$ cat src/dna_pkg.sv
// Shared constants, codes and types of the descriptor number allocator.
package dna_pkg;

   localparam int TABLE_DEPTH = 256;
   localparam int NUM_W       = $clog2(TABLE_DEPTH);
   localparam int HW_W        = NUM_W + 1;
   localparam int WORD_BITS   = 16;
   localparam int BIT_W       = $clog2(WORD_BITS);
   localparam int WORD_COUNT  = TABLE_DEPTH / WORD_BITS;
   localparam int WADDR_W     = $clog2(WORD_COUNT);
   localparam int KIND_W      = 2;
   localparam int STATUS_W    = 2;

   localparam logic [KIND_W-1:0] KIND_GET     = 2'd0;
   localparam logic [KIND_W-1:0] KIND_RESERVE = 2'd1;
   localparam logic [KIND_W-1:0] KIND_FREE    = 2'd2;
   localparam logic [KIND_W-1:0] KIND_RANGE   = 2'd3;

   localparam logic [STATUS_W-1:0] STATUS_OK    = 2'd0;
   localparam logic [STATUS_W-1:0] STATUS_FULL  = 2'd1;
   localparam logic [STATUS_W-1:0] STATUS_RANGE = 2'd2;

   typedef enum logic [1:0] {
      OP_SET,
      OP_CLEAR,
      OP_SCAN
   } word_op_type;

   typedef struct packed {
      word_op_type        op;
      logic [WADDR_W-1:0] word;
      logic [NUM_W-1:0]   lo;
      logic [NUM_W-1:0]   hi;
   } word_req_type;

   typedef struct packed {
      logic [WORD_BITS-1:0] data;
      logic                 found;
      logic [NUM_W-1:0]     pos;
   } word_rsp_type;

endpackage

$ cat src/dna_ram.sv
// Generic single-port-write, single-port-read RAM with a registered read.
module dna_ram #(
   parameter int WIDTH = 16,
   parameter int DEPTH = 16
) (
   input  logic                     clock,
   input  logic                     wr_en,
   input  logic [$clog2(DEPTH)-1:0] wr_addr,
   input  logic [WIDTH-1:0]         wr_data,
   input  logic                     rd_en,
   input  logic [$clog2(DEPTH)-1:0] rd_addr,
   output logic [WIDTH-1:0]         rd_data
);

   logic [WIDTH-1:0] mem [DEPTH];
   logic [WIDTH-1:0] rd_data_ff;

   always_ff @(posedge clock) begin
      if (wr_en) begin
         mem[wr_addr] <= wr_data;
      end
      if (rd_en) begin
         rd_data_ff <= mem[rd_addr];
      end
   end

   assign rd_data = rd_data_ff;

endmodule

$ cat src/dna_word_unit.sv
// Word modify logic: masks a number range in one map word and sets, clears or scans it.
module dna_word_unit
   import dna_pkg::*;
(
   input  word_req_type         req,
   input  logic [WORD_BITS-1:0] rd_data,
   output word_rsp_type         rsp
);

   logic [WORD_BITS-1:0] mask;
   logic [WORD_BITS-1:0] cand;
   logic [WORD_BITS-1:0] first_hot;
   logic [NUM_W-1:0]     pos_b;
   logic [BIT_W-1:0]     idx;

   always_comb begin
      for (int b = 0; b < WORD_BITS; b++) begin
         pos_b   = {req.word, BIT_W'(b)};
         mask[b] = (pos_b >= req.lo) && (pos_b <= req.hi);
      end
   end

   always_comb begin
      case (req.op)
         OP_CLEAR: cand = rd_data & mask;
         OP_SCAN:  cand = ~rd_data & mask;
         default:  cand = '0;
      endcase
   end

   assign first_hot = cand & (~cand + WORD_BITS'(1));

   always_comb begin
      idx = '0;
      for (int b = WORD_BITS - 1; b >= 0; b--) begin
         if (cand[b]) begin
            idx = BIT_W'(b);
         end
      end
   end

   always_comb begin
      case (req.op)
         OP_CLEAR: rsp.data = rd_data & ~mask;
         OP_SCAN:  rsp.data = rd_data | first_hot;
         default:  rsp.data = rd_data | mask;
      endcase
      rsp.found = |cand;
      rsp.pos   = {req.word, idx};
   end

endmodule

$ cat src/descriptor_number_allocator.sv
// Top level of the descriptor number allocator: request sequencer around the used-map RAM.
//
// A request word is taken at a rising clock edge with start high and busy low.
// Kinds: get lowest free number, reserve a number, free a number, free a range.
// Each request yields exactly one response word, shown for one cycle with
// rsp_valid high; the receiver cannot stall, so the response is never held.
// The used map sits in a RAM of 16-bit words with a registered read. Requests read,
// modify and write one word at a time; a get writes only the word it grants from.
// Reserve and free go from idle through the read and evaluate states to the response.
// A get scans the map words from the hint up to the high-water mark for a free number
// and, if none is free there, takes the number at the mark or answers full.
// A range free clears the range one map word at a time across the words it spans.
// A whole-table free writes zeros to all 16 words without reading them.
// A reversed range answers from the idle state with the range status.
// After reset the block clears all 16 map words with busy high;
// the high-water mark and the hint reset to zero.
module descriptor_number_allocator
   import dna_pkg::*;
(
   input  logic                clock,
   input  logic                reset,
   input  logic                start,
   output logic                busy,
   input  logic [KIND_W-1:0]   req_kind,
   input  logic [NUM_W-1:0]    req_fd_number,
   input  logic [NUM_W-1:0]    req_range_last,
   input  logic                req_free_all,
   output logic                rsp_valid,
   output logic [NUM_W-1:0]    rsp_granted_number,
   output logic [STATUS_W-1:0] rsp_status
);

   typedef enum logic [2:0] {
      ST_INIT,
      ST_IDLE,
      ST_READ,
      ST_EVAL,
      ST_SWEEP
   } state_type;

   state_type            state_ff, state_in;
   word_op_type          op_ff, op_in;
   logic [KIND_W-1:0]    kind_ff, kind_in;
   logic [WADDR_W-1:0]   word_ff, word_in;
   logic [WADDR_W-1:0]   end_word_ff, end_word_in;
   logic [NUM_W-1:0]     lo_ff, lo_in;
   logic [NUM_W-1:0]     hi_ff, hi_in;
   logic [HW_W-1:0]      hw_ff, hw_in;
   logic [NUM_W-1:0]     hint_ff, hint_in;
   logic                 rsp_valid_ff, rsp_valid_in;
   logic [NUM_W-1:0]     rsp_granted_ff, rsp_granted_in;
   logic [STATUS_W-1:0]  rsp_status_ff, rsp_status_in;

   logic                 rd_en;
   logic [WADDR_W-1:0]   rd_addr;
   logic                 wr_en;
   logic [WORD_BITS-1:0] wr_data;
   logic [WORD_BITS-1:0] rd_data;
   word_req_type         wu_req;
   word_rsp_type         wu_rsp;

   logic                 hw_full;
   logic [HW_W-1:0]      hw_dec;
   logic [NUM_W-1:0]     hw_low;
   logic [WADDR_W-1:0]   word_next;

   dna_ram #(
      .WIDTH(WORD_BITS),
      .DEPTH(WORD_COUNT)
   ) u_map (
      .clock  (clock),
      .wr_en  (wr_en),
      .wr_addr(word_ff),
      .wr_data(wr_data),
      .rd_en  (rd_en),
      .rd_addr(rd_addr),
      .rd_data(rd_data)
   );

   assign wu_req.op   = op_ff;
   assign wu_req.word = word_ff;
   assign wu_req.lo   = lo_ff;
   assign wu_req.hi   = hi_ff;

   dna_word_unit u_word (
      .req    (wu_req),
      .rd_data(rd_data),
      .rsp    (wu_rsp)
   );

   assign hw_full   = (hw_ff == HW_W'(TABLE_DEPTH));
   assign hw_dec    = hw_ff - HW_W'(1);
   assign hw_low    = hw_ff[NUM_W-1:0];
   assign word_next = word_ff + WADDR_W'(1);

   always_comb begin
      state_in       = state_ff;
      op_in          = op_ff;
      kind_in        = kind_ff;
      word_in        = word_ff;
      end_word_in    = end_word_ff;
      lo_in          = lo_ff;
      hi_in          = hi_ff;
      hw_in          = hw_ff;
      hint_in        = hint_ff;
      rsp_valid_in   = 1'b0;
      rsp_granted_in = '0;
      rsp_status_in  = STATUS_OK;
      rd_en          = 1'b0;
      rd_addr        = word_ff;
      wr_en          = 1'b0;
      wr_data        = wu_rsp.data;

      case (state_ff)
         ST_INIT: begin
            wr_en   = 1'b1;
            wr_data = '0;
            word_in = word_next;
            if (word_ff == WADDR_W'(WORD_COUNT - 1)) begin
               state_in = ST_IDLE;
            end
         end

         ST_IDLE: begin
            if (start) begin
               kind_in = req_kind;
               case (req_kind)
                  KIND_GET: begin
                     if ({1'b0, hint_ff} < hw_ff) begin
                        op_in       = OP_SCAN;
                        lo_in       = hint_ff;
                        hi_in       = hw_dec[NUM_W-1:0];
                        word_in     = hint_ff[NUM_W-1:BIT_W];
                        end_word_in = hw_dec[NUM_W-1:BIT_W];
                        state_in    = ST_READ;
                     end else if (hw_full) begin
                        rsp_valid_in  = 1'b1;
                        rsp_status_in = STATUS_FULL;
                     end else begin
                        op_in    = OP_SET;
                        lo_in    = hw_low;
                        hi_in    = hw_low;
                        word_in  = hw_low[NUM_W-1:BIT_W];
                        state_in = ST_READ;
                     end
                  end
                  KIND_RESERVE: begin
                     op_in    = OP_SET;
                     lo_in    = req_fd_number;
                     hi_in    = req_fd_number;
                     word_in  = req_fd_number[NUM_W-1:BIT_W];
                     state_in = ST_READ;
                  end
                  KIND_FREE: begin
                     op_in       = OP_CLEAR;
                     lo_in       = req_fd_number;
                     hi_in       = req_fd_number;
                     word_in     = req_fd_number[NUM_W-1:BIT_W];
                     end_word_in = req_fd_number[NUM_W-1:BIT_W];
                     state_in    = ST_READ;
                  end
                  default: begin
                     if (req_free_all) begin
                        word_in  = '0;
                        hint_in  = '0;
                        state_in = ST_SWEEP;
                     end else if (req_fd_number > req_range_last) begin
                        rsp_valid_in  = 1'b1;
                        rsp_status_in = STATUS_RANGE;
                     end else begin
                        op_in       = OP_CLEAR;
                        lo_in       = req_fd_number;
                        hi_in       = req_range_last;
                        word_in     = req_fd_number[NUM_W-1:BIT_W];
                        end_word_in = req_range_last[NUM_W-1:BIT_W];
                        state_in    = ST_READ;
                     end
                  end
               endcase
            end
         end

         ST_READ: begin
            rd_en    = 1'b1;
            state_in = ST_EVAL;
         end

         ST_EVAL: begin
            case (op_ff)
               OP_SCAN: begin
                  if (wu_rsp.found) begin
                     wr_en          = 1'b1;
                     hint_in        = wu_rsp.pos;
                     rsp_valid_in   = 1'b1;
                     rsp_granted_in = wu_rsp.pos;
                     state_in       = ST_IDLE;
                  end else if (word_ff == end_word_ff) begin
                     if (hw_full) begin
                        rsp_valid_in  = 1'b1;
                        rsp_status_in = STATUS_FULL;
                        state_in      = ST_IDLE;
                     end else begin
                        op_in    = OP_SET;
                        lo_in    = hw_low;
                        hi_in    = hw_low;
                        word_in  = hw_low[NUM_W-1:BIT_W];
                        state_in = ST_READ;
                     end
                  end else begin
                     word_in = word_next;
                     rd_en   = 1'b1;
                     rd_addr = word_next;
                  end
               end
               OP_SET: begin
                  wr_en = 1'b1;
                  if (kind_ff == KIND_GET) begin
                     rsp_granted_in = hw_low;
                     hw_in          = hw_ff + HW_W'(1);
                  end else if ({1'b0, lo_ff} >= hw_ff) begin
                     hw_in = {1'b0, lo_ff} + HW_W'(1);
                  end
                  rsp_valid_in = 1'b1;
                  state_in     = ST_IDLE;
               end
               default: begin
                  wr_en = 1'b1;
                  if (kind_ff == KIND_FREE) begin
                     if (lo_ff < hint_ff) begin
                        hint_in = lo_ff;
                     end
                  end else if (wu_rsp.found && (wu_rsp.pos < hint_ff)) begin
                     hint_in = wu_rsp.pos;
                  end
                  if (word_ff == end_word_ff) begin
                     rsp_valid_in = 1'b1;
                     state_in     = ST_IDLE;
                  end else begin
                     word_in = word_next;
                     rd_en   = 1'b1;
                     rd_addr = word_next;
                  end
               end
            endcase
         end

         ST_SWEEP: begin
            wr_en   = 1'b1;
            wr_data = '0;
            word_in = word_next;
            if (word_ff == WADDR_W'(WORD_COUNT - 1)) begin
               rsp_valid_in = 1'b1;
               state_in     = ST_IDLE;
            end
         end

         default: begin
            state_in = ST_IDLE;
         end
      endcase
   end

   always_ff @(posedge clock) begin
      if (reset) begin
         state_ff       <= ST_INIT;
         op_ff          <= OP_SET;
         kind_ff        <= KIND_GET;
         word_ff        <= '0;
         end_word_ff    <= '0;
         lo_ff          <= '0;
         hi_ff          <= '0;
         hw_ff          <= '0;
         hint_ff        <= '0;
         rsp_valid_ff   <= 1'b0;
         rsp_granted_ff <= '0;
         rsp_status_ff  <= STATUS_OK;
      end else begin
         state_ff       <= state_in;
         op_ff          <= op_in;
         kind_ff        <= kind_in;
         word_ff        <= word_in;
         end_word_ff    <= end_word_in;
         lo_ff          <= lo_in;
         hi_ff          <= hi_in;
         hw_ff          <= hw_in;
         hint_ff        <= hint_in;
         rsp_valid_ff   <= rsp_valid_in;
         rsp_granted_ff <= rsp_granted_in;
         rsp_status_ff  <= rsp_status_in;
      end
   end

   assign busy               = (state_ff != ST_IDLE);
   assign rsp_valid          = rsp_valid_ff;
   assign rsp_granted_number = rsp_granted_ff;
   assign rsp_status         = rsp_status_ff;

endmodule

$ cat config.mk
export PLATFORM = sky130hd
export DESIGN_NAME = descriptor_number_allocator
export DESIGN_NICKNAME = d
export VERILOG_FILES = /design/src/dna_pkg.sv /design/src/dna_ram.sv /design/src/dna_word_unit.sv /design/src/descriptor_number_allocator.sv
export SDC_FILE = /design/constraint.sdc
export NUM_CORES = 1
export LEC_CHECK = 0
export BUFFER_PORTS_ARGS = -buffer_cell sky130_fd_sc_hd__buf_2
export CORE_MARGIN = 1.5
export CORE_UTILIZATION = 60
export CTS_CLUSTER_SIZE = 25
export DETAILED_ROUTE_END_ITERATION = 6
export GPL_ROUTABILITY_DRIVEN = 0
export PLACE_DENSITY = 0.77
export SYNTH_ARGS = -nofsm -noshare
export SYNTH_HDL_FRONTEND = slang
export SYNTH_SLANG_ARGS = --single-unit
$ cat constraint.sdc
create_clock -name clock -period 5.7 [get_ports clock]
set_clock_uncertainty 0.2 [all_clocks]
set_input_delay 0.855 -clock clock [delete_from_list [all_inputs] [get_ports clock]]
set_output_delay 0.855 -clock clock [all_outputs]
set_load 0.03 [all_outputs]
; ---- Word-level counts from Yosys, hierarchy flattened
; Memory sizes are Yosys's and may differ from the RTL's. A register that Yosys moved wholly into a read port is not among the register bits.
; Cells that the tools add are included.
[op_classes]
n_eq_ne = 36
muxes = 125
magnitude_cmp = 37
add_sub_neg = 5
reduce_logical = 37
n_bitwise = 11
[ops]
columns = cell, count
row1 = 8-bit two-way mux, 25
row2 = 8-bit >= comparator, 16
row3 = 8-bit <= comparator, 16
row4 = 4-bit two-way mux, 29
row5 = 8-bit case mux with 2 select lines, 7
row6 = 16-bit AND, 4
row7 = 16-bit case mux with 2 select lines, 2
row8 = 16-bit inverter, 3
row9 = 16-bit OR, 2
row10 = 3-bit two-way mux, 9
row11 = 2-bit two-way mux, 12
row12 = 4-bit case mux with 2 select lines, 3
row13 = 4-bit case mux with 3 select lines, 2
row14 = 1-bit two-way mux, 20
row15 = 9-bit two-way mux, 2
row16 = 1-bit logical AND, 17
row17 = 16-bit by 1-bit adder with 16-bit output (second input constant), 1
row18 = 8-bit < comparator, 2
row19 = 16-bit two-way mux, 1
row20 = 4-bit inequality test (second input constant), 4
row21 = 16-bit OR reduction, 1
row22 = 5-bit inequality test (second input constant), 3
row23 = 2-bit inequality test (second input constant), 7
row24 = 7-bit AND reduction, 2
row25 = 37 further kinds, 61
[word_totals]
regBits = 59
memories = 1
ramBits = 256
[mem_list]
columns = memory, depth, word_bits, rd, rd_clocked_by_memory_dff, write_ports, line_no
row1 = u_map.mem, 16, 16, 1, 1, 1, dna_ram.sv:15  ; logic [WIDTH-1:0] mem [DEPTH];

; ---- Longest topological paths before layout
[logic_depth]
word_depth = 26
mapped_depth = 20
ltp_nobuf = 17

; ---- Cells and area by module
; A second synthesis with hierarchy kept.
[hier_totals]
cells_unflattened = 1461
hier_area_um2 = 17574.4
[by_module_without_submodules]
columns = module, cells_each, area_each_um2, n_inst
row1 = dna_ram, 432, 10202.3, 1
row2 = descriptor_number_allocator, 734, 5422.7, 1
row3 = dna_word_unit, 295, 1949.4, 1

; ---- Worst setup path before layout
; No wires, ideal clock.
[synth_path]
path_kind = flip-flop to flip-flop
startpoint = register lo_ff[6]
endpoint = memory u_map.mem[3][0], enable pin
path_slack_ns = 0.900
synth_period_minus_slack_ns = 4.800
arrival_time_ns = 4.170
path_stages_with_launch = 13
setup_time_ns = 0.430
n_path_buf = 1
cell_sequence = dfxtp_1 -> clkbuf_1 -> inv_1 -> ha_1 -> and3_2 -> a221o_2 -> a31oi_1 -> nor4_1 -> nand4bb_2 -> nor4_4 -> nand2_1 -> a21oi_1 -> nor4_1
[synth_between]
elab_chain_cells = 10
[synth_rtl]
columns = item, line_no
row1 = "start, declared", descriptor_number_allocator.sv:46  ; logic [NUM_W-1:0] lo_ff, lo_in;
row2 = "start signal, assigned", descriptor_number_allocator.sv:283  ; lo_ff <= lo_in;
row3 = 8-bit >= comparator, dna_word_unit.sv:19  ; mask[b] = (pos_b >= req.lo) && (pos_b <= req.hi);
row4 = 1-bit logical AND, dna_word_unit.sv:19
row5 = 16-bit AND (on tied branches), "dna_word_unit.sv:26, dna_word_unit.sv:25"
row6 = 16-bit case mux with 2 select lines (*), dna_word_unit.sv:24  ; case (req.op)
row7 = 16-bit OR reduction (*), dna_word_unit.sv:48  ; rsp.found = |cand;
row8 = 1-bit two-way mux (*), descriptor_number_allocator.sv:191  ; if (wu_rsp.found) begin
row9 = 1-bit two-way mux (*), descriptor_number_allocator.sv:189  ; case (op_ff)
row10 = 1-bit case mux with 2 select lines (*), descriptor_number_allocator.sv:114  ; case (state_ff)
row11 = 1-bit two-way mux (*), dna_ram.sv:19  ; if (wr_en) begin
row12 = 1-bit two-way mux (implied by the code) (*), dna_ram.sv:20  ; mem[wr_addr] <= wr_data;
row13 = "end, declared", dna_ram.sv:15
; Every way passes the cells marked *; elsewhere a longest branch is shown, timed or not.

; ---- Final worst setup path
[layout_path]
startpoint = register hi_ff[7]
endpoint = register u_map.rd_data_ff[12] (netlist: u_map.rd_data[12]), read port of u_map.mem (data pin)
[layout_between]
elab_chain_cells = 8
[layout_rtl]
columns = item, line_no
row1 = "start, declared", descriptor_number_allocator.sv:47  ; logic [NUM_W-1:0] hi_ff, hi_in;
row2 = "start signal, assigned", descriptor_number_allocator.sv:284  ; hi_ff <= hi_in;
row3 = 8-bit <= comparator, dna_word_unit.sv:19
row4 = 1-bit logical AND, dna_word_unit.sv:19
row5 = 16-bit AND (on tied branches), "dna_word_unit.sv:26, dna_word_unit.sv:25"
row6 = 16-bit case mux with 2 select lines (*), dna_word_unit.sv:24
row7 = 16-bit OR reduction (*), dna_word_unit.sv:48
row8 = 1-bit two-way mux or 4-bit two-way mux (tied branches), descriptor_number_allocator.sv:191
row9 = 1-bit case mux with 2 select lines or 4-bit case mux with 2 select lines (tied branches), descriptor_number_allocator.sv:189
row10 = 1-bit case mux with 2 select lines or 4-bit two-way mux (tied branches), descriptor_number_allocator.sv:114
row11 = "end, declared", dna_ram.sv:16  ; logic [WIDTH-1:0] rd_data_ff;
; Marked as above.
; A chain may end at the register's enable or synchronous reset.

==> qor.yml <==
run_status:
  outcome: "finished clean"
placement:
  numPortBuffers: 33
  hpwl_mm: 32.82
die:
  die-width_um: 175.4
  placementRows: 62
  boundaryPins: 34
  core_um2: 29010
  die_area_um2: 30760
  die_h_um: 175.4
  start_util_pct: 61.45
pwr:
  switchingPower_mw: 1.518
  irDropWorstVdd_mv: 0.2783
  intPower_mw: 4.264
  p_clk_share_pct: 37.2
  pwr-share-seq_pct: 46.5
  swShare_pct: 26.25
  combPwrFrac_pct: 16.2
  p_leak_nw: 7.393
  powerDensity_nw_per_um2: 292.9
synth:
  async_flop_share_pct: 0
  yosysUniqueCellTypes: 90
  ys.flop_type: "edfxtp_1"
  synth_area_per_cell_um2: 11.07
  synth-edff-count: 272
  netlist.area_leader.share_pct: 45.81
  synth_top_area_cell: "edfxtp_1"
  synth.top_cells.by_area: "edfxtp_1 (46%), dfxtp_1 (6.6%), mux2i_1 (6.2%), ha_1 (4.2%), a21oi_1 (2.9%)"
  syn_inst: 1610
  netlist_top_cells_count: "edfxtp_1 (272), nand2_1 (116), mux2i_1 (110), a21oi_1 (103), nor2_1 (89)"
  synth_nets: 1692
  ys_ff_latch: 331
  yosysWarnings: 0
  synth_most_common_cell: "edfxtp_1"
  syn-cell-area_um2: 17830
  ys_seq_area_share_pct: 52.44
critical_path:
  critPathKind: "register to register"
  crit_cells: 15
  crit_chain: "inv_1 > ha_1 > a41oi_1 > a21bo_2 > a221oi_1 > and3_1 > and4bb_4 > a41oi_4 > buf_4 > nand2_2 > nand2_2 > buf_4 > nor3_1 > a2111oi_0 > or3b_1"
  endpoint: "u_map.rd_data[12]"
  critPathLaunch: "hi_ff[7]"
  cpPeakStageDelay_ns: 0.69
  critPathSlowestCell: "a221oi_1"
  end_kind: "register"
  cp_data_arrival_time_ns: 5.48
  ff2ff_setup_slack_ns: 0.29
  timing.rr.end: "u_map.rd_data[12]"
  worst-path-buf-inv: 3
  path_max_fanout: 24
  crit_family: "compound AO/OA/AOI/OAI gates"
  r2r-start: "hi_ff[7]"
  r2r_cells: 15
  crit_path_start_kind: "register"
  worstPathRequired_ns: 5.76
sta:
  setup_viol_count_final: 0
  hold_slack_ns: 0.2736
  fin_crit_sh_pct: 94.97
  max_slew_margin_pct: 17.03
  slew_viol_final: 0
  worstMarginPinSlew_ns: 1.245
  hold_viol_final: 0
  timing.fmax_mhz: 184.7
  rsz0062_at_grt: "false"
  setup_tns_ns: 0
  fin_crit_ns: 5.413
route:
  drt_pass1_iterations: 6
  vias: 13950
  ant_nets: 0
  via_per_inst: 6.799
  first_iter_violations: 1955
  drcViolationCount: 0
  totalWireLength_mm: 49.08
  post_drt_wl_per_cell_um: 23.92
finish:
  fin_util_pct: 68.04
  num_antenna_cells: 0
  nNetsFinal: 1726
  drive_gt1_share_pct: 13.19
  areaGrowthSynthToFinish_pct: 10.72
hold_path:
  hp-class: "register to register"
global_route:
  overflow: 0
  grt_pass1_vias: 13350
  grt_start_max_net_pins: 48
  grt_usage_pct: 31.88
  antenna_found_initial: 0
  grt_pass1_wl_mm: 75.49
cts:
  numCtsBuffers: 35
  cts_buffer_depth: 3
  numClockSinks: 331
  clk_pin_slew_ns: 0.06
  cts_max_level: 2
  clock_latency_ns: 0.53
  cts_hold_buf: 0
  cts_root_buffer: "clkbuf_16"
  cts_tree: "yes"
flow_run:
  max_cap_violations: 0
==> power groups by stage <==
stage / combinational (mW) / clock (mW) / sequential [mW]
2_1_floorplan: 0.667 / 0 / 2.73
3_3_place_gp: 0.873 / 0 / 2.74
3_5_place_dp: 0.895 / 0 / 2.74
4_1_cts: 0.902 / 2.17 / 2.69
5_1_grt: 0.999 / 2.26 / 2.69
6_report: 0.939 / 2.15 / 2.69
==> cell type report <==
class | instances | area, um2
Clock buffer | 46 | 947.2
Clock inverter | 15 | 138.9
Fill cell | 2103 | 9271
Inverter | 60 | 225.2
Multi-Input combinational cell | 1106 | 7795
Sequential cell | 331 | 9349
Tap cell | 384 | 480.5
Timing Repair Buffer | 110 | 805.8
==> registers in the layout, indices dropped and copies added (netlist names) <==
register	cells
rsp_status	2
u_map.mem	256
word_ff	4
hi_ff	8
hw_ff	9
u_map.rd_data	16
op_ff	2
rsp_valid	1
end_word_ff	4
kind_ff	2
rsp_granted_number	8
hint_ff	8
state_ff	3
lo_ff	8
==> worst register-to-register path, stage by stage, from the launching register on <==
cell and delay (ns):
dfxtp_1 0.33, inv_1 0.05, ha_1 0.38, a41oi_1 0.22, a21bo_2 0.35, a221oi_1 0.69, and3_1 0.29, and4bb_4 0.23
a41oi_4 0.42, buf_4 0.24, nand2_2 0.09, nand2_2 0.37, buf_4 0.38, nor3_1 0.11, a2111oi_0 0.42, or3b_1 0.40
==> routing by layer <==
layer | track usage, % | share of wire (%) | vias to the layer above
li1 | - | - | 6244
met1 | 43.85 | 40 | 6694
met2 | 50.18 | 45 | 849
met3 | 5.952 | 10 | 165
met4 | 12.82 | 4.1 | 0
met5 | 0 | 0 | -
==> what timing repair did <==
action	CTS	global route
buffers inserted	0	7
gates resized for setup	0	2
setup endpoints to repair	0	9
==> stage by stage <==
step / instance area, um2 / setup slack, ns / std cells / power, mW
detailed placement: 18560 / 0.2468 / 1984 / 3.635
CTS: 19650 / 0.2563 / 2045 / 5.764
finish: 19740 / 0.2867 / 2052 / 5.781
global placement: 18560 / 0.4763 / 1984 / 3.609
global route: 19740 / 0.002849 / 2052 / 5.957
floorplan: 17830 / 0.8999 / 1610 / 3.402
==> cells by family (layout without fill, tap and decap cells) <==
family / Yosys count / after routing / share of synthesized area [%]
AND/OR/NAND/NOR: 452 / 452 / 13.03
AO/OA/AOI/OAI: 433 / 433 / 17.17
flip-flops: 331 / 331 / 52.44
buffers and inverters: 173 / 231 / 4.175
multiplexers: 131 / 131 / 7.502
adder cells (fa/ha/maj): 60 / 60 / 4.211
XOR/XNOR: 30 / 30 / 1.474
==> worst min-delay path by stage <==
| stage | from | end | cells after the start |
|---|---|---|---|
| 2_1_floorplan | hi_ff[7] | hi_ff[7] | 2 |
| 3_3_place_gp | end_word_ff[2] | end_word_ff[2] | 2 |
| 3_5_place_dp | hi_ff[7] | hi_ff[7] | 2 |
| 4_1_cts | end_word_ff[2] | end_word_ff[2] | 2 |
| 5_1_grt | end_word_ff[2] | end_word_ff[2] | 2 |
| 6_report | end_word_ff[0] | end_word_ff[0] | 2 |
==> cell usage in the layout (no fill, tap or decap), types with 12 or more instances in the layout <==
cell	count
buf_2	33
a21o_1	26
mux2_2	16
a21oi_1	103
nand2b_1	30
and2_1	25
nand3_1	29
nand4_1	15
ha_1	59
nand2_1	115
or3b_1	16
mux2i_1	110
o21ai_0	62
a2111oi_0	16
xnor2_1	22
dfxtp_1	59
a211o_1	12
clkbuf_16	35
buf_4	72
inv_1	60
a221oi_1	28
a22oi_1	21
edfxtp_1	272
o22ai_1	25
a211oi_1	32
nor3_1	72
nor2_1	88
No activity file was read; power rests on OpenSTA's default activity.
